==> config.mk <==
export PLATFORM = sky130hd
export DESIGN_NAME = sbds_row_select
export DESIGN_NICKNAME = d
export VERILOG_FILES = /design/src/hw/rtl/sbds_pkg.sv /design/src/hw/rtl/sbds_row_select.sv
export SDC_FILE = /design/constraint.sdc
export NUM_CORES = 2
export LEC_CHECK = 0
export BUFFER_PORTS_ARGS = -buffer_cell sky130_fd_sc_hd__buf_2
export CAP_MARGIN = 20
export CORE_MARGIN = 1.5
export CORE_UTILIZATION = 30
export DETAILED_ROUTE_END_ITERATION = 12
export GPL_TIMING_DRIVEN = 0
export PLACE_DENSITY = 0.48
export SLEW_MARGIN = 20
export SYNTH_ARGS = -nofsm -noshare
export SYNTH_HDL_FRONTEND = slang
export SYNTH_SLANG_ARGS = --single-unit
export TNS_END_PERCENT = 30
==> constraint.sdc <==
create_clock -name clk -period 2 [get_ports clk]
set_clock_uncertainty 0.15 [all_clocks]
set_input_delay 0.4 -clock clk [delete_from_list [all_inputs] [get_ports clk]]
set_output_delay 0.4 -clock clk [all_outputs]
set_load 0.005 [all_outputs]
==> src/hw/rtl/sbds_pkg.sv <==
// sbds_pkg: shared types, constants and divide helpers for the serial clock divider search
// no dependencies

package sbds_pkg;

    localparam int ClkW   = 32;
    localparam int RateW  = 30;
    localparam int NumPre = 4;
    localparam int NumScl = 16;

    // divisor of one candidate pair
    typedef struct packed {
        logic [1:0] pre;
        logic [3:0] scl;
    } pair_t;

    // request carried down the pipe
    typedef struct packed {
        logic [ClkW-1:0] clk_hz;
        logic [ClkW-1:0] req_hz;
    } req_t;

    // best candidate so far
    typedef struct packed {
        logic [1:0]       pre;
        logic [3:0]       scl;
        logic [RateW-1:0] rate;
        logic             found;
    } best_t;

    // result item
    typedef struct packed {
        logic [1:0]       pre;
        logic [3:0]       scl;
        logic [RateW-1:0] rate;
        logic             above;
        logic             zero;
    } res_t;

    // floor(clk / 2) by a shift; floor(clk / 3), clk / 5, clk / 7 through reciprocal multiplies with correction
    function automatic logic [ClkW-1:0] div_odd(input logic [ClkW-1:0] x, input logic [1:0] p);
        logic [ClkW-1:0] q;
        logic [ClkW+2:0] prod;
        logic [ClkW+2:0] rem;
        logic [2:0]      d;
        q = '0;
        prod = '0;
        rem = '0;
        d = 3'd2;
        unique case (p)
            2'd0: begin q = x >> 1; d = 3'd2; end
            2'd1: begin q = ClkW'((64'(x) * 64'h0000_0000_AAAA_AAAB) >> 33); d = 3'd3; end
            2'd2: begin q = ClkW'((64'(x) * 64'h0000_0000_CCCC_CCCD) >> 34); d = 3'd5; end
            default: begin q = ClkW'((64'(x) * 64'h0000_0000_9249_2493) >> 34); d = 3'd7; end
        endcase
        prod = (ClkW+3)'(q) * (ClkW+3)'(d);
        rem  = (ClkW+3)'(x) - prod;
        if (prod > (ClkW+3)'(x))
            q = q - ClkW'(1);
        else if (rem >= (ClkW+3)'(d))
            q = q + ClkW'(1);
        return q;
    endfunction

    // scaler as a right shift after an optional /3 step (6 = 2 * 3)
    function automatic logic [3:0] scl_shift(input logic [3:0] s);
        logic [3:0] sh;
        unique case (s)
            4'd0: sh = 4'd1;
            4'd1: sh = 4'd2;
            4'd2: sh = 4'd1;
            4'd3: sh = 4'd3;
            default: sh = s;
        endcase
        return sh;
    endfunction

endpackage

==> src/hw/rtl/sbds_row_select.sv <==
// sbds_row_select: per prescaler row, picks the fastest fitting scaler
// depends on sbds_pkg

module sbds_row_select (
    input  logic                 clk,
    input  logic                 rst_n,
    input  logic                 en,
    input  logic                 in_valid,
    input  sbds_pkg::req_t       in_req,
    input  logic [sbds_pkg::ClkW-1:0] in_q  [sbds_pkg::NumPre],
    input  logic [sbds_pkg::ClkW-1:0] in_q3 [sbds_pkg::NumPre],
    output logic                 out_valid,
    output sbds_pkg::req_t       out_req,
    output sbds_pkg::best_t      out_best [sbds_pkg::NumPre]
);
    import sbds_pkg::*;

    logic  valid_reg;
    req_t  req_reg;
    best_t best_reg  [NumPre];
    best_t best_next [NumPre];

    // rates fall with scaler index except /6 vs /4 and /8: still strictly ordered
    // (4 < 6 < 8), so the first fitting scaler in order is the fastest fitting one
    always_comb
    begin
        logic [ClkW-1:0] r;
        for (int i = 0; i < NumPre; i++)
        begin
            // nothing fits: keep the slowest scaler's rate for the fallback
            best_next[i] = '{pre: 2'(i), scl: 4'd15, rate: RateW'(in_q[i] >> 15),
                             found: 1'b0};
            for (int s = NumScl - 1; s >= 0; s--)
            begin
                if (s == 2)
                    r = in_q3[i] >> 1;
                else
                    r = in_q[i] >> scl_shift(4'(s));
                if (r != '0 && r <= in_req.req_hz)
                    best_next[i] = '{pre: 2'(i), scl: 4'(s), rate: RateW'(r), found: 1'b1};
            end
        end
    end

    always_ff @(posedge clk or negedge rst_n)
    begin
        if (!rst_n)
            valid_reg <= 1'b0;
        else if (en)
            valid_reg <= in_valid;
    end

    always_ff @(posedge clk)
    begin
        if (en)
        begin
            req_reg  <= in_req;
            best_reg <= best_next;
        end
    end

    assign out_valid = valid_reg;
    assign out_req   = req_reg;
    assign out_best  = best_reg;

endmodule

Word-level counts from Yosys, hierarchy flattened
Cells that the tools add are included.
{"block": "word_totals", "regBits": 213, "input_bits": 324, "out_inout_bits": 213}
{"block": "classes", "order_cmp": 64, "n_mux": 64, "n_reduce_logical": 144}
{"op": "nonzero test 32 bit", "n": 64}
{"op": "two-way mux 34 bit", "n": 32}
{"op": "two-way mux 33 bit", "n": 16}
{"op": "less-or-equal comparator 31 x 32 -> 1 bit", "n": 8}
{"op": "two-way mux 32 bit", "n": 8}
{"op": "less-or-equal comparator 17 x 32 -> 1 bit", "n": 4}
{"op": "less-or-equal comparator 18 x 32 -> 1 bit", "n": 4}
{"op": "less-or-equal comparator 19 x 32 -> 1 bit", "n": 4}
{"op": "less-or-equal comparator 20 x 32 -> 1 bit", "n": 4}
{"op": "less-or-equal comparator 21 x 32 -> 1 bit", "n": 4}
{"op": "less-or-equal comparator 22 x 32 -> 1 bit", "n": 4}
{"op": "less-or-equal comparator 23 x 32 -> 1 bit", "n": 4}
{"op": "less-or-equal comparator 24 x 32 -> 1 bit", "n": 4}
{"op": "less-or-equal comparator 25 x 32 -> 1 bit", "n": 4}
{"op": "less-or-equal comparator 26 x 32 -> 1 bit", "n": 4}
{"op": "less-or-equal comparator 27 x 32 -> 1 bit", "n": 4}
{"op": "less-or-equal comparator 28 x 32 -> 1 bit", "n": 4}
{"op": "less-or-equal comparator 29 x 32 -> 1 bit", "n": 4}
{"op": "less-or-equal comparator 30 x 32 -> 1 bit", "n": 4}
{"op": "two-way mux 31 bit", "n": 4}
{"op": "logical AND 1 bit", "n": 64}
{"op": "OR reduction 15 bit", "n": 4}
{"op": "OR reduction 8 bit", "n": 4}
{"op": "OR reduction 4 bit", "n": 4}
{"op": "other kinds (2)", "n": 8}

Longest topological paths before layout
{"block": "depth", "word_depth": 18, "ltp_mapped": 16, "ltp_nobuf": 12}

Least setup slack after synthesis
No wires, ideal clock.
{"block": "synth_path", "kind": "input to register", "from": "in in_req[13] in the netlist's numbering", "to": "reg best_reg (netlist bit out_best[89]), data pin", "setup_time_ns": 0.260, "arrival_time_ns": 4.486, "t_required_ns": 1.590, "slack_ns": -2.896, "stages": 15, "n_path_buf": 3, "cell_sequence": "inv_1 > ha_1 > a211oi_1 > o22ai_1 > or4_1 > o31a_1 > buf_2 > and3_1 > buf_2 > buf_2 > a221oi_2 > a211oi_1 > a2111o_1 > a311oi_1 > nor2_1"}
{"item": "start: declaration", "line_no": "sbds_row_select.sv:9", "source": "input sbds_pkg::req_t in_req,"}
{"item": "end signal: assignment", "line_no": "sbds_row_select.sv:58", "source": "best_reg <= best_next;"}
{"item": "end: declaration", "line_no": "sbds_row_select.sv:20", "source": "best_t best_reg [NumPre];"}

==> flow_summary.json <==
{
  "fin_crit_sh_pct": 200,
  "fill_cells": 19200,
  "antenna_found_initial": 7,
  "cp_max_fo": 6,
  "hold_buffers": 63,
  "required_ns": 2.18,
  "root_buffer": "clkbuf_16",
  "h-tree-depth": 1,
  "overflow": 0,
  "r2r-start": "out_valid$_DFFE_PN0P_",
  "busiest_layer": "met2",
  "ff2ff_setup_slack_ns": 1.10,
  "failed_checks": "negative hold slack, negative setup slack",
  "io_buffers": 520,
  "firstDrtPassIters": 7,
  "wire_per_inst_um": 31.5,
  "hold_viol": 1,
  "critPathKind": "input pin to flop",
  "p_per_area_nw_per_um2": 332,
  "tightest_slew_ns": 1.12,
  "fp.dieH_um": 441,
  "grt_max_degree": 79,
  "wl_um": 343000,
  "slowest_delay_ns": 0.50,
  "io_pins": 537,
  "synth.area.mux_share_pct": 0.706,
  "drt_iter0_drc": 8050,
  "vias": 71600,
  "initial_core_util_pct": 30.2,
  "clock_path_buffers": 3,
  "clk_latency_ns": 0.62,
  "yosys.area_share.simple_pct": 19.4,
  "period_needed_ns": 4.00,
  "dp_hpwl_um": 235000,
  "power.leakage_nw": 33.1,
  "critical_path.endpoint": "out_best[119]$_DFFE_PP_",
  "drv_cap": 0,
  "synth_top_family_by_area": "adder cells",
  "grt.met1_usage_pct": 43.7,
  "r2r-end": "out_valid$_DFFE_PN0P_",
  "crit_arrival_ns": 4.18,
  "fp.dieW_um": 441,
  "synth_compound_area_share_pct": 31.2,
  "globalplace.congestion": 0.995,
  "rows": 160,
  "drc": 0,
  "synth.top_cell.area_share_pct": 34.1,
  "gr-usage-met3_pct": 5.35,
  "crit_start": "in_req[13]",
  "grt_usage_pct": 32.9,
  "switching_share_pct": 45.5,
  "yosys.area_share.adder_pct": 34.1,
  "grt.met2_usage_pct": 52.1,
  "post-route-util_pct": 41.3,
  "syn_area_um2": 57400,
  "tritoncts": "done",
  "area_delta_synth_final_pct": 36.9,
  "clkTransAtPathRegs_ns": 0.08,
  "seq_power_share_pct": 20.4,
  "seq_area_frac_synth_pct": 10.7,
  "tns_ns": -237.31,
  "critPathLaunchType": "input pin",
  "synth_cells": 7149,
  "drv_slew": 0,
  "antenna_left": 0,
  "outcome": "complete, but fails checks",
  "grt_pass1_wl_um": 476000,
  "slew_headroom_pct": 25.2,
  "max_freq_mhz": 250,
  "synth-xor-area-share_pct": 0,
  "syn_area_per_cell_um2": 8.03,
  "synth_edf_count": 204,
  "vdd_drop_max_uv": 717,
  "hold_ws_ns": -0.0327,
  "drive_above_1_share_pct": 26.6,
  "fin_ws_ns": -2.00,
  "synth_area_leader_cell": "ha_1",
  "ys_top_cells_by_area": "ha_1 (34%), edfxtp_1 (11%), a21oi_1 (5.4%)",
  "synth_ff_type": "edfxtp_1",
  "core_area_um2": 190000,
  "power.switching_mw": 11.9,
  "dieArea_um2": 194000,
  "power.internal_mw": 14.2,
  "rsz0062_at_grt": "true",
  "p_comb_share_pct": 58.9,
  "cts_inserted_buffers": 27,
  "ys_types": 110,
  "end_kind": "flop",
  "setup_viol": 140,
  "nets": 10300,
  "path_cells": "buf_8 > clkinvlp_4 > buf_12 > buf_16 > buf_16 > ha_4 > nand4_1 > or3_1 > or4_4 > nor4b_4 > a32oi_4 > and2_4 > a22oi_2 > or4_4 > a311oi_2 > o221ai_2",
  "grt_pass1_vias": 67800,
  "cts.sinks": 205,
  "ys_ff_latch": 205,
  "yosys_warnings": 0,
  "via_per_inst": 6.57,
  "postSynth.asyncResetShare_pct": 0.488,
  "r2r_cells": 1,
  "hp-class": "input pin to flop",
  "power_frac_clock_pct": 20.8,
  "cp_slowest_cell": "or4_4"
}
-- cell families (layout without fill, tap and decap cells) --
| logic type | count (synthesis) | in the layout |
|---|---|---|
| buffers and inverters | 551 | 1778 |
| other | 2 | 14 |
| AO/OA/AOI/OAI | 2601 | 2601 |
| adder cells (fa/ha/maj) | 1564 | 1564 |
| AND/OR/NAND/NOR | 2186 | 2187 |
| flip-flops | 205 | 205 |
| multiplexers | 40 | 40 |
-- synth_stat cells, types with 115 or more instances --
| cell | instances |
|---|---|
| ha_1 | 1564 |
| a21oi_1 | 617 |
| nand2_1 | 515 |
| nor2_1 | 457 |
| o21ai_0 | 403 |
| nand4_1 | 303 |
| nand3_1 | 247 |
| clkbuf_1 | 243 |
| inv_1 | 205 |
| edfxtp_1 | 204 |
| a211oi_1 | 169 |
| nor3_1 | 154 |
| a21o_1 | 151 |
| o211ai_1 | 151 |
| o221ai_1 | 116 |
| a31oi_1 | 115 |
-- how the worst min path moves through the flow --
stage,start,to,slack (ns),cells after the start
2_1_floorplan,rst_n,out_valid$_DFFE_PN0P_,-0.05,0
3_3_place_gp,rst_n,out_valid$_DFFE_PN0P_,0.02,1
4_1_cts,in_req[23],out_req[23]$_DFFE_PP_,-0.11,1
5_1_grt,in_req[23],out_req[23]$_DFFE_PP_,-0.09,1
6_report,in_req[23],out_req[23]$_DFFE_PP_,-0.03,1
3_5_place_dp,rst_n,out_valid$_DFFE_PN0P_,0.03,1
-- layout by cell type (no fill, tap or decap), types with 50 or more instances in the layout --
master,synthesis,routed
buf_2,68,472
a211oi_1,169,129
and3_1,54,50
clkbuf_4,0,59
a211o_1,59,58
buf_16,0,57
nand3_1,247,225
buf_4,14,475
buf_12,0,85
nand2_1,515,468
edfxtp_1,204,204
a31oi_1,115,90
o221ai_1,116,87
nand4_1,303,303
ha_1,1564,1494
o21ai_0,403,339
a21o_1,151,147
a21oi_2,2,51
a221o_1,52,52
a221oi_1,99,67
nor4_1,110,66
ha_4,0,69
dlygate4sd3_1,0,63
inv_1,205,169
a21oi_1,617,560
o211ai_1,151,151
nor3_1,154,127
clkbuf_2,0,59
clkbuf_1,243,81
buf_6,7,96
nor2_1,457,420
o21a_1,91,84
nor2b_1,77,72
a22oi_1,60,50
-- through the flow --
stage                     instance area [um2]  total power [mW]  hold WS [ns]  std cells  setup WS (ns)
after CTS                               73200              25.0        -0.112      10600          -1.90
after detailed placement                65700              18.2        0.0313      10300          -4.38
after floorplan                         57800              12.4       -0.0456       7155          -2.55
after global placement                  63600              17.4        0.0246      10200          -6.63
final                                   78600              26.1       -0.0327      10900          -2.00
after global routing                    78600              27.7       -0.0935      10900          -1.99
-- area by class of cell --
type | count | area (um2) | area share, %
multi-input cells | 6400 | 54100 | 68.8
clock buffers | 29 | 683 | 0.869
inverters | 209 | 940 | 1.20
repair buffers | 1192 | 10900 | 13.8
flip-flops and latches | 205 | 6150 | 7.82
well taps | 2511 | 3140 | 4.00
plain buffers | 327 | 2450 | 3.11
diodes | 6 | 15.0 | 0.0191
clock inverters | 21 | 262 | 0.333
-- repair_timing --
action                                 in CTS  in global routing
endpoints found under the hold margin      63                  1
setup buffers                             224                266
gates resized for setup                   916                727
setup endpoints to repair                 141                140
pin swaps                                 161                254
cloned                                     15                 13
-- critical path, delay by kind of cell --
| family | cells | cell delay, ns |
|---|---|---|
| adder cells (fa/ha/maj) | 1 | 0.27 |
| AO/OA/AOI/OAI | 4 | 1.01 |
| buffers and inverters | 5 | 0.63 |
| AND/OR/NAND/NOR | 6 | 1.88 |
-- registers in the layout, indices dropped and copies added (netlist names) --
register / cells
out_best: 140
out_req: 64
out_valid: 1
-- routing by layer --
metal / vias up / wire [um]
met1: 35100 / 143000
met3: 875 / 32900
li1: 31400 / -
met2: 4164 / 150000
met5: - / 32
met4: 4 / 17200
-- power groups by stage --
| stage | logic [mW] | registers [mW] | clock network (mW) |
|---|---|---|---|
| detailed placement | 12.8 | 5.41 | 0 |
| floorplan | 6.98 | 5.46 | 0 |
| CTS | 14.0 | 5.32 | 5.67 |
| finish | 15.4 | 5.31 | 5.43 |
| global route | 16.5 | 5.35 | 5.79 |
| global placement | 12.0 | 5.43 | 0 |
Note: power is estimated with default switching activity, not from simulation.
