[src/hw/rtl/sbds_pkg.sv]
// sbds_pkg: shared types, constants and divide helpers for the serial clock divider search
// no dependencies

package sbds_pkg;

    localparam int ClkW   = 32;
    localparam int RateW  = 30;
    localparam int NumPre = 4;
    localparam int NumScl = 16;

    // divisor of one candidate pair
    typedef struct packed {
        logic [1:0] pre;
        logic [3:0] scl;
    } pair_t;

    // request carried down the pipe
    typedef struct packed {
        logic [ClkW-1:0] clk_hz;
        logic [ClkW-1:0] req_hz;
    } req_t;

    // best candidate so far
    typedef struct packed {
        logic [1:0]       pre;
        logic [3:0]       scl;
        logic [RateW-1:0] rate;
        logic             found;
    } best_t;

    // result item
    typedef struct packed {
        logic [1:0]       pre;
        logic [3:0]       scl;
        logic [RateW-1:0] rate;
        logic             above;
        logic             zero;
    } res_t;

    // floor(clk / 2) by a shift; floor(clk / 3), clk / 5, clk / 7 through reciprocal multiplies with correction
    function automatic logic [ClkW-1:0] div_odd(input logic [ClkW-1:0] x, input logic [1:0] p);
        logic [ClkW-1:0] q;
        logic [ClkW+2:0] prod;
        logic [ClkW+2:0] rem;
        logic [2:0]      d;
        q = '0;
        prod = '0;
        rem = '0;
        d = 3'd2;
        unique case (p)
            2'd0: begin q = x >> 1; d = 3'd2; end
            2'd1: begin q = ClkW'((64'(x) * 64'h0000_0000_AAAA_AAAB) >> 33); d = 3'd3; end
            2'd2: begin q = ClkW'((64'(x) * 64'h0000_0000_CCCC_CCCD) >> 34); d = 3'd5; end
            default: begin q = ClkW'((64'(x) * 64'h0000_0000_9249_2493) >> 34); d = 3'd7; end
        endcase
        prod = (ClkW+3)'(q) * (ClkW+3)'(d);
        rem  = (ClkW+3)'(x) - prod;
        if (prod > (ClkW+3)'(x))
            q = q - ClkW'(1);
        else if (rem >= (ClkW+3)'(d))
            q = q + ClkW'(1);
        return q;
    endfunction

    // scaler as a right shift after an optional /3 step (6 = 2 * 3)
    function automatic logic [3:0] scl_shift(input logic [3:0] s);
        logic [3:0] sh;
        unique case (s)
            4'd0: sh = 4'd1;
            4'd1: sh = 4'd2;
            4'd2: sh = 4'd1;
            4'd3: sh = 4'd3;
            default: sh = s;
        endcase
        return sh;
    endfunction

endpackage

[src/hw/rtl/sbds_merge.sv]
// sbds_merge: merges the four row winners, first row wins ties, builds the result
// depends on sbds_pkg

module sbds_merge (
    input  logic                 clk,
    input  logic                 rst_n,
    input  logic                 en,
    input  logic                 in_valid,
    input  sbds_pkg::req_t       in_req,
    input  sbds_pkg::best_t      in_best [sbds_pkg::NumPre],
    output logic                 out_valid,
    output sbds_pkg::res_t       out_res
);
    import sbds_pkg::*;

    logic valid_reg;
    res_t res_reg;
    res_t res_next;

    always_comb
    begin
        best_t b;
        b = '{pre: 2'd3, scl: 4'd15, rate: '0, found: 1'b0};
        for (int i = 0; i < NumPre; i++)
        begin
            if (in_best[i].found && in_best[i].rate > b.rate)
                b = in_best[i];
        end
        // fallback rate: clk / (7 * 32768), carried by the last row
        if (!b.found)
            b.rate = in_best[NumPre-1].rate;
        res_next.pre   = b.pre;
        res_next.scl   = b.scl;
        res_next.rate  = b.rate;
        res_next.above = (ClkW'(b.rate) > in_req.req_hz);
        res_next.zero  = (b.rate == '0);
    end

    always_ff @(posedge clk or negedge rst_n)
    begin
        if (!rst_n)
            valid_reg <= 1'b0;
        else if (en)
            valid_reg <= in_valid;
    end

    always_ff @(posedge clk)
    begin
        if (en)
            res_reg <= res_next;
    end

    assign out_valid = valid_reg;
    assign out_res   = res_reg;

endmodule

[config.mk]
export PLATFORM = sky130hd
export DESIGN_NAME = sbds_merge
export DESIGN_NICKNAME = d
export VERILOG_FILES = /design/src/hw/rtl/sbds_pkg.sv /design/src/hw/rtl/sbds_merge.sv
export SDC_FILE = /design/constraint.sdc
export NUM_CORES = 1
export LEC_CHECK = 0
export BUFFER_PORTS_ARGS = -buffer_cell sky130_fd_sc_hd__clkbuf_2
export CAP_MARGIN = 20
export CORE_ASPECT_RATIO = 1.1
export CORE_MARGIN = 2
export CORE_UTILIZATION = 50
export DETAILED_ROUTE_END_ITERATION = 16
export PLACE_DENSITY = 0.86
export SLEW_MARGIN = 20
export SYNTH_ARGS = -nofsm -noshare
export SYNTH_HDL_FRONTEND = slang
export SYNTH_SLANG_ARGS = --single-unit
[constraint.sdc]
create_clock -name clk -period 0.8 [get_ports clk]
set_input_delay 0.04 -clock clk [delete_from_list [all_inputs] [get_ports clk]]
set_output_delay 0.04 -clock clk [all_outputs]
set_load 0.01 [all_outputs]
==> impl_metrics.env, run 1 <==
export IMPL_yosysMostFrequentCell="ha_1"
export IMPL_synth_top_cells_by_count="113 x ha_1, 84 x nand2_1, 62 x o21ai_0"
export IMPL_tool_error="[ERROR GRT-0232] Routing congestion too high. Check the congestion heatmap in the GUI."
export IMPL_cts_buffer_depth=2
export IMPL_synth_top_cell_area_share=0.234
export IMPL_stop_stage="5_1_grt"
export IMPL_ys_seq_area_frac=0.193
export IMPL_io_pins=255
export IMPL_overflow=141
export IMPL_core_rowCount=42
export IMPL_ys_ff_latch=39
export IMPL_synth_cell_type_count=74
export IMPL_start_util=0.507
export IMPL_numCtsBuffers=5
export IMPL_grt_worst_endpoint="out_res[1]$_DFFE_PP_/D"
export IMPL_placed_cell_area_um2=9430
export IMPL_outcome="stopped before the end"
export IMPL_fp_dieW_um=109
export IMPL_worst_ep_kind="register input"
export IMPL_dp_hpwl_mm=21.1
export IMPL_netlist_top_cells_area="ha_1 23%, edfxtp_1 19%, nand2_1 5.2%"
export IMPL_synth_edf_count=38
export IMPL_synth_area_um2=6050
export IMPL_grt_use_total=0.763
export IMPL_ctsRootBufferMaster="clkbuf_16"
export IMPL_avgSynthCellArea_um2=8.07
export IMPL_post_place_ws_ns=-9.27
export IMPL_grt_max_degree=29
export IMPL_place_gp_congestion=0.973
export IMPL_synth_fp_nets=1079
export IMPL_ys_flop_type="edfxtp_1"
export IMPL_cts_htree_levels=2
export IMPL_yosysTopAreaCell="ha_1"
export IMPL_port_buffers=222
export IMPL_synthArstFlopShare=0.0256
export IMPL_ys_warn_count=0
export IMPL_cts_sinks=39
export IMPL_die_h_um=119
export IMPL_syn_inst=750
repair_timing:
item / in CTS
setup endpoints to repair: 77
gates cloned: 4
pin swaps: 36
hold buffers: 2
hold endpoints to repair: 2
resized for setup: 138
setup buffers: 24
routing by layer:
metal,track usage,overflow
met4,0.855,51
met1,0.715,1
met5,0.147,0
met2,0.956,86
met3,0.587,3
cells by family after synthesis:
kind of cell    Yosys count  synth area share
flops                    39             0.193
mux                      27            0.0457
buf+inv                  88            0.0612
simple gates            259             0.222
compound gates          221             0.240
fa+ha+maj               113             0.234
xor+xnor                  3           0.00434
per-stage QoR:
step           instances   util  setup TNS, ns  hold WS [ns]
2_1_floorplan        750      -        -280.50        -0.256
3_3_place_gp        1368  0.791        -271.56        -0.186
4_1_cts             1405  0.875        -258.83        0.0603
3_5_place_dp        1368  0.791        -292.21        -0.183
==> run 2: changes to the inputs <==
--- a/config.mk
+++ b/config.mk
@@ -7,11 +7,10 @@
 export LEC_CHECK = 0
 export BUFFER_PORTS_ARGS = -buffer_cell sky130_fd_sc_hd__clkbuf_2
 export CAP_MARGIN = 20
-export CORE_ASPECT_RATIO = 1.1
 export CORE_MARGIN = 2
-export CORE_UTILIZATION = 50
+export CORE_UTILIZATION = 40
 export DETAILED_ROUTE_END_ITERATION = 16
-export PLACE_DENSITY = 0.86
+export PLACE_DENSITY_LB_ADDON = 0.15
 export SLEW_MARGIN = 20
 export SYNTH_ARGS = -nofsm -noshare
 export SYNTH_HDL_FRONTEND = slang
==> run 2 against run 1 <==
Compared with the run above: the flow now finishes, with violations (setup timing); synthesized cell count is the same; synthesized area is the same.
==> impl_metrics.env, run 2 <==
export IMPL_outcome="finished, violations left"
export IMPL_violations="setup timing"
export IMPL_fp_dieW_um=127
export IMPL_maxCapViolCount=0
export IMPL_rsz0062_at_grt="true"
export IMPL_leakage_nw=5.60
export IMPL_first_pass_iters=5
export IMPL_drtAntennaViolNets=0
export IMPL_drt_total_wl_mm=25.4
export IMPL_layout_nets=1644
export IMPL_synthArstFlopShare=0.0256
export IMPL_synth_fp_nets=1079
export IMPL_comb_power_share=0.667
export IMPL_overflow=0
export IMPL_p_int_w=0.00883
export IMPL_core_rowCount=44
export IMPL_slew_violations=0
export IMPL_cp_arrival_ns=9.31
export IMPL_cts_tree="yes"
export IMPL_clkTransAtPathRegs_ns=0.05
export IMPL_clock_skew_ns=0
export IMPL_worstSetupEndpointType="register"
export IMPL_setup_slack_ns=-8.49
export IMPL_crit_slowest_cell="a2111oi_2"
export IMPL_multi_input_area_um2=5170
export IMPL_viasPerCell=5.35
export IMPL_fillCellCount=1051
export IMPL_grt_pass1_wl_mm=37.3
export IMPL_p_sw_w=0.00535
export IMPL_drtIter0Drc=523
export IMPL_synth_top_cell_area_share=0.234
export IMPL_cp_start_kind="input pin"
export IMPL_placed_cell_area_um2=9720
export IMPL_tightest_slew_ns=0.673
export IMPL_worst_ep_required_time_ns=0.82
export IMPL_numCtsBuffers=5
export IMPL_powerDensity_nw_per_um2=1290
export IMPL_ys_seq_area_frac=0.193
export IMPL_start_util=0.413
export IMPL_max_vdd_ir_drop_uv=828
export IMPL_grt_max_degree=24
export IMPL_final_hold_viol_count=0
export IMPL_yosysMostFrequentCell="ha_1"
export IMPL_power_frac_seq=0.197
export IMPL_netlist_top_cells_area="ha_1 23%, edfxtp_1 19%, nand2_1 5.2%"
export IMPL_ys_warn_count=0
export IMPL_syn_inst=750
export IMPL_stdcell_count=1501
export IMPL_drive_gt1_frac=0.542
export IMPL_grt_use_total=0.289
export IMPL_period_share=11.6
export IMPL_seqCellArea_um2=1170
export IMPL_hp_class="in -> async"
export IMPL_crit_type="in -> reg"
export IMPL_vias=8030
export IMPL_port_buffers=222
export IMPL_area_delta_synth_final_pct=82.3
export IMPL_ys_ff_latch=39
export IMPL_final_setup_viol_count=75
export IMPL_numPlacedInstances=1429
export IMPL_final_common_cell="buf_4"
export IMPL_maxSlewHeadroom=0.540
export IMPL_fmax_ghz=0.108
export IMPL_cts_sinks=39
export IMPL_synth_area_um2=6050
export IMPL_setup_tns_ns=-270.32
export IMPL_synth_cell_type_count=74
export IMPL_dp_hpwl_mm=19.6
export IMPL_crit_fanout=14
export IMPL_swShare=0.377
export IMPL_grt_pass1_vias=7661
export IMPL_ys_flop_type="edfxtp_1"
export IMPL_layout_min_cycle_time_ns=9.29
export IMPL_avgSynthCellArea_um2=8.07
export IMPL_die_h_um=127
export IMPL_clk_latency_ns=0.28
export IMPL_largest_reg_flops=38
export IMPL_total_power_w=0.0142
export IMPL_path_common_cell="buf_4"
export IMPL_die_area_um2=16100
export IMPL_yosysTopAreaCell="ha_1"
export IMPL_io_pins=255
export IMPL_wl_per_cell_um=16.9
export IMPL_hold_ws_ns=0.0587
export IMPL_mostFrequentLayoutCells="333 x buf_4, 220 x clkbuf_2, 95 x ha_1, 70 x nand2_1, 58 x inv_1"
export IMPL_synth_top_cells_by_count="113 x ha_1, 84 x nand2_1, 62 x o21ai_0"
export IMPL_coreArea_um2=14600
export IMPL_synth_edf_count=38
export IMPL_cts_buffer_depth=2
export IMPL_cts_htree_levels=2
export IMPL_clockPowerShare=0.136
export IMPL_ctsRootBufferMaster="clkbuf_16"
export IMPL_drc_errors=0
export IMPL_place_gp_congestion=0.930
export IMPL_design_area_um2=11000
export IMPL_worst_path_largest_cell_delay_ns=0.33
export IMPL_antenna_found_initial=1
run 2: cell families after synthesis:
logic type | after synthesis | synth area share
buffers and inverters | 88 | 0.0612
and+or+nand+nor | 259 | 0.222
adders and majority gates | 113 | 0.234
DFF | 39 | 0.193
AOI/OAI and AO/OA | 221 | 0.240
xor gates and xnor gates | 3 | 0.00434
muxes | 27 | 0.0457
run 2: cell type report:
type	instances	area share
multi-input combinational	623	0.469
timing repair buffer	586	0.372
sequential	39	0.106
tap	184	0.0209
inverter	60	0.0204
clock buffer	7	0.0120
clock inverter	1	0.000454
antenna	1	0.000227
run 2: path summary, 6_finish.rpt:
path                         startpoint          end  slack, ns  depth (start not counted)
setup / recovery           in_best[116]   out_res[1]      -8.49                         59
min in group clk            in_best[34]  out_res[35]       0.12                          3
setup reg to reg              out_valid    out_valid       0.06                          1
hold reg to reg               out_valid    out_valid       0.51                          1
hold / removal                    rst_n    out_valid       0.06                          2
max in group asynchronous         rst_n    out_valid       0.66                          2
run 2: metrics by stage:
| stage | util | setup WS (ns) |
|---|---|---|
| after global placement | 0.663 | -8.56 |
| final | 0.753 | -8.49 |
| after CTS | 0.714 | -8.27 |
| after floorplan | - | -8.78 |
| after detailed placement | 0.663 | -8.84 |
| after global routing | 0.753 | -9.11 |
run 2: critical path: cells and delay by family:
family                     cells  cell delay [ns]
adders and majority gates      4             1.01
muxes                          1             0.12
and+or+nand+nor               12             1.58
AOI/OAI and AO/OA             25             4.17
buffers and inverters         17             2.38
run 2: metal layers:
layer / up-vias / GRT usage / routed length (um)
met4: 0 / 0.112 / 1180
li1: 3959 / - / -
met5: - / 0 / 0
met2: 320 / 0.513 / 12200
met3: 75 / 0.0264 / 1320
met1: 3676 / 0.363 / 10700
run 2: power by group through the flow:
stage	clock network [W]	registers [W]	logic (W)
finish	0.00193	0.00279	0.00946
floorplan	0	0.00303	0.00366
CTS	0.00192	0.00280	0.00841
global placement	0	0.00283	0.00762
global route	0.00202	0.00282	0.0103
detailed placement	0	0.00284	0.00773
run 2: what timing repair did:
item                                   in CTS  in global routing
gates cloned                                3                  3
endpoints found under the hold margin       2                  0
pin swaps                                   7                 56
setup endpoints to repair                  77                 77
hold buffers                                2                  0
resized for setup                          65                 97
setup buffers                              35                 24
Power figures use the tool's default switching activity.
==> run 3: changes to the inputs <==
--- a/config.mk
+++ b/config.mk
@@ -10,7 +10,7 @@
 export CORE_MARGIN = 2
 export CORE_UTILIZATION = 40
 export DETAILED_ROUTE_END_ITERATION = 16
-export PLACE_DENSITY_LB_ADDON = 0.15
+export PLACE_DENSITY = 0.74
 export SLEW_MARGIN = 20
 export SYNTH_ARGS = -nofsm -noshare
 export SYNTH_HDL_FRONTEND = slang
==> run 3 against run 2 <==
Compared with the run above: the flow still finishes with violations (setup timing); clock power is essentially flat; cell count is 1.5% lower; register-to-register slack about the same; utilization rose by 1.1 points; flip-flop and latch count unchanged; hold slack worse by 0.0022 ns; critical path type unchanged; fmax down 2.8%; first-iteration DRC count grew 60%; sequential share of layout area is 0.15 points lower; non-clock buffer count decreased by 23; highest routed layer is now met5; routed wire length grew 15%; largest cell class unchanged.
==> impl_metrics.env, run 3 (synthesis results as in run 2) <==
export IMPL_cp_start_kind="input pin"
export IMPL_overflow=0
export IMPL_final_hold_viol_count=0
export IMPL_coreArea_um2=14600
export IMPL_antenna_found_initial=1
export IMPL_fmax_ghz=0.105
export IMPL_rsz0062_at_grt="true"
export IMPL_drtAntennaViolNets=0
export IMPL_grt_pass1_wl_mm=40.4
export IMPL_io_pins=255
export IMPL_layout_min_cycle_time_ns=9.56
export IMPL_port_buffers=222
export IMPL_num_antenna_cells=0
export IMPL_drive_gt1_frac=0.561
export IMPL_clock_skew_ns=0
export IMPL_cp_top_family="compound AO/OA/AOI/OAI gates"
export IMPL_cts_tree="yes"
export IMPL_fp_dieW_um=127
export IMPL_setup_slack_ns=-8.76
export IMPL_tightest_slew_ns=0.465
export IMPL_crit_fanout=14
export IMPL_worst_path_largest_cell_delay_ns=0.43
export IMPL_powerDensity_nw_per_um2=1340
export IMPL_clkTransAtPathRegs_ns=0.06
export IMPL_vias=8606
export IMPL_dp_hpwl_mm=20.5
export IMPL_leakage_nw=5.63
export IMPL_wl_per_cell_um=19.7
export IMPL_hold_ws_ns=0.0565
export IMPL_mostFrequentLayoutCells="299 x buf_4, 220 x clkbuf_2, 94 x ha_1, 55 x inv_1, 51 x nor2_1"
export IMPL_cts_htree_levels=2
export IMPL_layout_nets=1622
export IMPL_die_area_um2=16100
export IMPL_post_place_ws_ns=-9.11
export IMPL_period_share=11.9
export IMPL_worstSetupEndpointType="register"
export IMPL_hp_class="in -> reg"
export IMPL_path_common_cell="a21o_1"
export IMPL_start_util=0.413
export IMPL_clk_latency_ns=0.28
export IMPL_cp_arrival_ns=9.59
export IMPL_cts_buffer_depth=2
export IMPL_largest_reg_flops=38
export IMPL_crit_buf_inv=8
export IMPL_drt_total_wl_mm=29.2
export IMPL_grt_use_total=0.312
export IMPL_place_gp_congestion=0.951
export IMPL_slew_violations=0
export IMPL_grt_pass1_vias=8138
export IMPL_drtIter0Drc=837
export IMPL_area_delta_synth_final_pct=84.8
export IMPL_grt_max_degree=29
export IMPL_setup_tns_ns=-276.55
export IMPL_crit_slowest_cell="o311ai_4"
export IMPL_numCtsBuffers=5
export IMPL_ctsRootBufferMaster="clkbuf_16"
export IMPL_crit_type="in -> reg"
export IMPL_core_rowCount=44
export IMPL_fin_util=0.764
export IMPL_die_h_um=127
export IMPL_viasPerCell=5.82
export IMPL_cts_sinks=39
export IMPL_violations="setup timing"
export IMPL_maxSlewHeadroom=0.682
export IMPL_drc_errors=0
export IMPL_first_pass_iters=8
export IMPL_final_common_cell="buf_4"
export IMPL_worst_ep_required_time_ns=0.83
export IMPL_outcome="finished, violations left"
export IMPL_max_vdd_ir_drop_uv=957
export IMPL_final_setup_viol_count=77
export IMPL_maxCapViolCount=0
[run 3: cell types whose count changed in the layout (fill, tap and decap cells not counted), sizes merged]
cell    before  now
clkinv       1    0
bufbuf       0    1
buf        361  339
nand2       85   86
clkbuf     230  229
diode        1    0
[run 3: worst paths after layout]
path,depth (start not counted),slack [ns],from,to
setup / recovery,48,-8.76,in_best[141],out_res[1]
hold / removal,1,0.06,en,out_res[26]
setup reg to reg,1,0.06,out_valid,out_valid
hold reg to reg,1,0.50,out_valid,out_valid
max in group asynchronous,2,0.64,rst_n,out_valid
min in group asynchronous,2,0.08,rst_n,out_valid
[run 3: power breakdown]
| part | total, W | internal (W) | switching (W) |
|---|---|---|---|
| logic | 0.0103 | 0.00519 | 0.00506 |
| registers | 0.00280 | 0.00271 | 0.0000869 |
| clock network | 0.00191 | 0.00116 | 0.000754 |
[run 3: what timing repair did]
action                     in CTS  in global routing
hold endpoints to repair        2                  0
buffers inserted               35                 22
setup endpoints to repair      75                 77
gates resized for setup       146                 93
hold buffers                    2                  0
gates cloned                    4                  1
pin swaps                      42                 32
[run 3: area by class of cell]
class | instances | area, um2
multi-input combinational | 624 | 5430
fill | 928 | 3450
sequential | 39 | 1170
tap | 184 | 230
clock buffer | 8 | 136
inverter | 60 | 225
timing repair buffer | 563 | 4010
[run 3: metrics by stage]
step	instances	instance area [um2]	total power, W
finish	1478	11200	0.0150
floorplan	750	6290	0.00668
CTS	1460	10700	0.0134
global route	1478	11200	0.0157
detailed placement	1412	9560	0.0104
global placement	1412	9560	0.0102
[run 3: layer usage]
layer,track usage,share of wire
met1,0.364,0.37
met2,0.559,0.48
met5,0,0.00055
met4,0.165,0.068
met3,0.0398,0.076
==> run 4: changes to the inputs <==
--- a/config.mk
+++ b/config.mk
@@ -11,6 +11,7 @@
 export CORE_UTILIZATION = 40
 export DETAILED_ROUTE_END_ITERATION = 16
 export PLACE_DENSITY = 0.74
+export RECOVER_POWER = 50
 export SLEW_MARGIN = 20
 export SYNTH_ARGS = -nofsm -noshare
 export SYNTH_HDL_FRONTEND = slang
==> run 4 against run 3 <==
Compared with the run above: critical endpoint unchanged; global-route usage stayed put; highest routed layer unchanged; register-to-register slack about the same; sequential power about the same; count of clock-buffer cells in the layout is the same; the flow still finishes with violations (setup timing).
==> impl_metrics.env, run 4 (synthesis results as in run 2) <==
export IMPL_die_area_um2=16100
export IMPL_drive_gt1_frac=0.560
export IMPL_maxSlewHeadroom=0.681
export IMPL_numCtsBuffers=5
export IMPL_hp_class="in -> reg"
export IMPL_tightest_slew_ns=0.466
export IMPL_largest_reg_flops=38
export IMPL_layout_min_cycle_time_ns=9.57
export IMPL_cts_sinks=39
export IMPL_cp_top_family="compound AO/OA/AOI/OAI gates"
export IMPL_port_buffers=222
export IMPL_cts_buffer_depth=2
export IMPL_drtAntennaViolNets=0
export IMPL_viasPerCell=5.81
export IMPL_cts_tree="yes"
export IMPL_area_delta_synth_final_pct=84.6
export IMPL_grt_pass1_vias=8138
export IMPL_power_frac_seq=0.187
export IMPL_crit_type="in -> reg"
export IMPL_final_common_cell="buf_4"
export IMPL_max_vdd_ir_drop_uv=950
export IMPL_vias=8594
export IMPL_comb_power_share=0.686
export IMPL_clock_skew_ns=0
export IMPL_crit_slowest_cell="o311ai_4"
export IMPL_drtIter0Drc=793
export IMPL_drc_errors=0
export IMPL_powerDensity_nw_per_um2=1340
export IMPL_worst_path_largest_cell_delay_ns=0.43
export IMPL_start_util=0.413
export IMPL_p_sw_w=0.00590
export IMPL_crit_fanout=16
export IMPL_grt_pass1_wl_mm=40.4
export IMPL_clk_latency_ns=0.28
export IMPL_total_power_w=0.0150
export IMPL_core_rowCount=44
export IMPL_cts_htree_levels=2
export IMPL_final_hold_viol_count=0
export IMPL_final_setup_viol_count=77
export IMPL_fmax_ghz=0.104
export IMPL_fp_dieW_um=127
export IMPL_maxCapViolCount=0
export IMPL_setup_slack_ns=-8.77
export IMPL_leakage_nw=5.62
export IMPL_wl_per_cell_um=19.8
export IMPL_rsz0062_at_grt="true"
export IMPL_dp_hpwl_mm=20.5
export IMPL_violations="setup timing"
export IMPL_swShare=0.395
export IMPL_num_antenna_cells=0
export IMPL_clockPowerShare=0.127
export IMPL_layout_nets=1622
export IMPL_mostFrequentLayoutCells="298 x buf_4, 220 x clkbuf_2, 94 x ha_1, 55 x inv_1, 51 x nor2_1"
export IMPL_cp_start_kind="input pin"
export IMPL_period_share=12.0
export IMPL_path_depth=56
export IMPL_ctsRootBufferMaster="clkbuf_16"
export IMPL_worstSetupEndpointType="register"
export IMPL_p_int_w=0.00905
export IMPL_drt_total_wl_mm=29.3
export IMPL_hold_ws_ns=0.0732
export IMPL_antenna_found_initial=1
export IMPL_hold_depth=1
export IMPL_worst_ep_required_time_ns=0.83
export IMPL_first_pass_iters=6
export IMPL_io_pins=255
export IMPL_grt_max_degree=29
export IMPL_coreArea_um2=14600
export IMPL_slew_violations=0
export IMPL_cp_arrival_ns=9.60
export IMPL_r2r_cells=1
export IMPL_clkTransAtPathRegs_ns=0.06
export IMPL_grt_use_total=0.312
export IMPL_path_common_cell="a21oi_1"
export IMPL_overflow=0
export IMPL_die_h_um=127
export IMPL_crit_buf_inv=9
export IMPL_place_gp_congestion=0.951
export IMPL_outcome="finished, violations left"
-- run 4: final cells by class --
type	instances	area [um2]
multi-input cells	624	5430
repair buffers	563	3990
fillers	931	3470
flip-flops and latches	39	1170
well taps	184	230
inverters	60	225
clock buffers	8	136
-- run 4: path summary, 6_finish.rpt --
check,start,end,slack [ns]
hold reg to reg,out_valid,out_valid,0.50
min in group asynchronous,rst_n,out_valid,0.08
setup reg to reg,out_valid,out_valid,0.06
hold / removal,en,out_res[26],0.07
setup / recovery,in_best[141],out_res[1],-8.77
max in group asynchronous,rst_n,out_valid,0.63
-- run 4: stage by stage --
stage               cell area, um2  utilization  setup TNS (ns)  std cells  worst slack, ns
finish                       11200        0.763         -276.69       1478            -8.77
global route                 11200        0.763         -288.11       1478            -9.11
CTS                          10700        0.728         -252.90       1460            -8.04
detailed placement            9560        0.653         -286.71       1412            -9.11
global placement              9560        0.653         -274.37       1412            -8.73
floorplan                     6290            -         -280.50        750            -8.78
-- run 4: power groups by stage --
stage	Sequential (W)	Clock [W]	Combinational, W
after floorplan	0.00303	0	0.00366
after global placement	0.00283	0	0.00738
after detailed placement	0.00284	0	0.00760
after CTS	0.00280	0.00187	0.00872
after global routing	0.00282	0.00199	0.0109
final	0.00280	0.00190	0.0103
-- run 4: metal layers --
metal / vias to the layer above / wire (um) / global-route usage
met3: 159 / 2310 / 0.0398
met5: - / 3 / 0
met4: 2 / 1990 / 0.165
met2: 581 / 14200 / 0.559
li1: 3917 / - / -
met1: 3935 / 10800 / 0.364
-- run 4: repair_timing --
action,CTS,global route
gates resized for setup,146,93
gates cloned,4,1
endpoints found under the setup margin,75,77
hold endpoints to repair,2,0
setup buffers,35,22
hold buffers,2,0
pin swaps,42,32
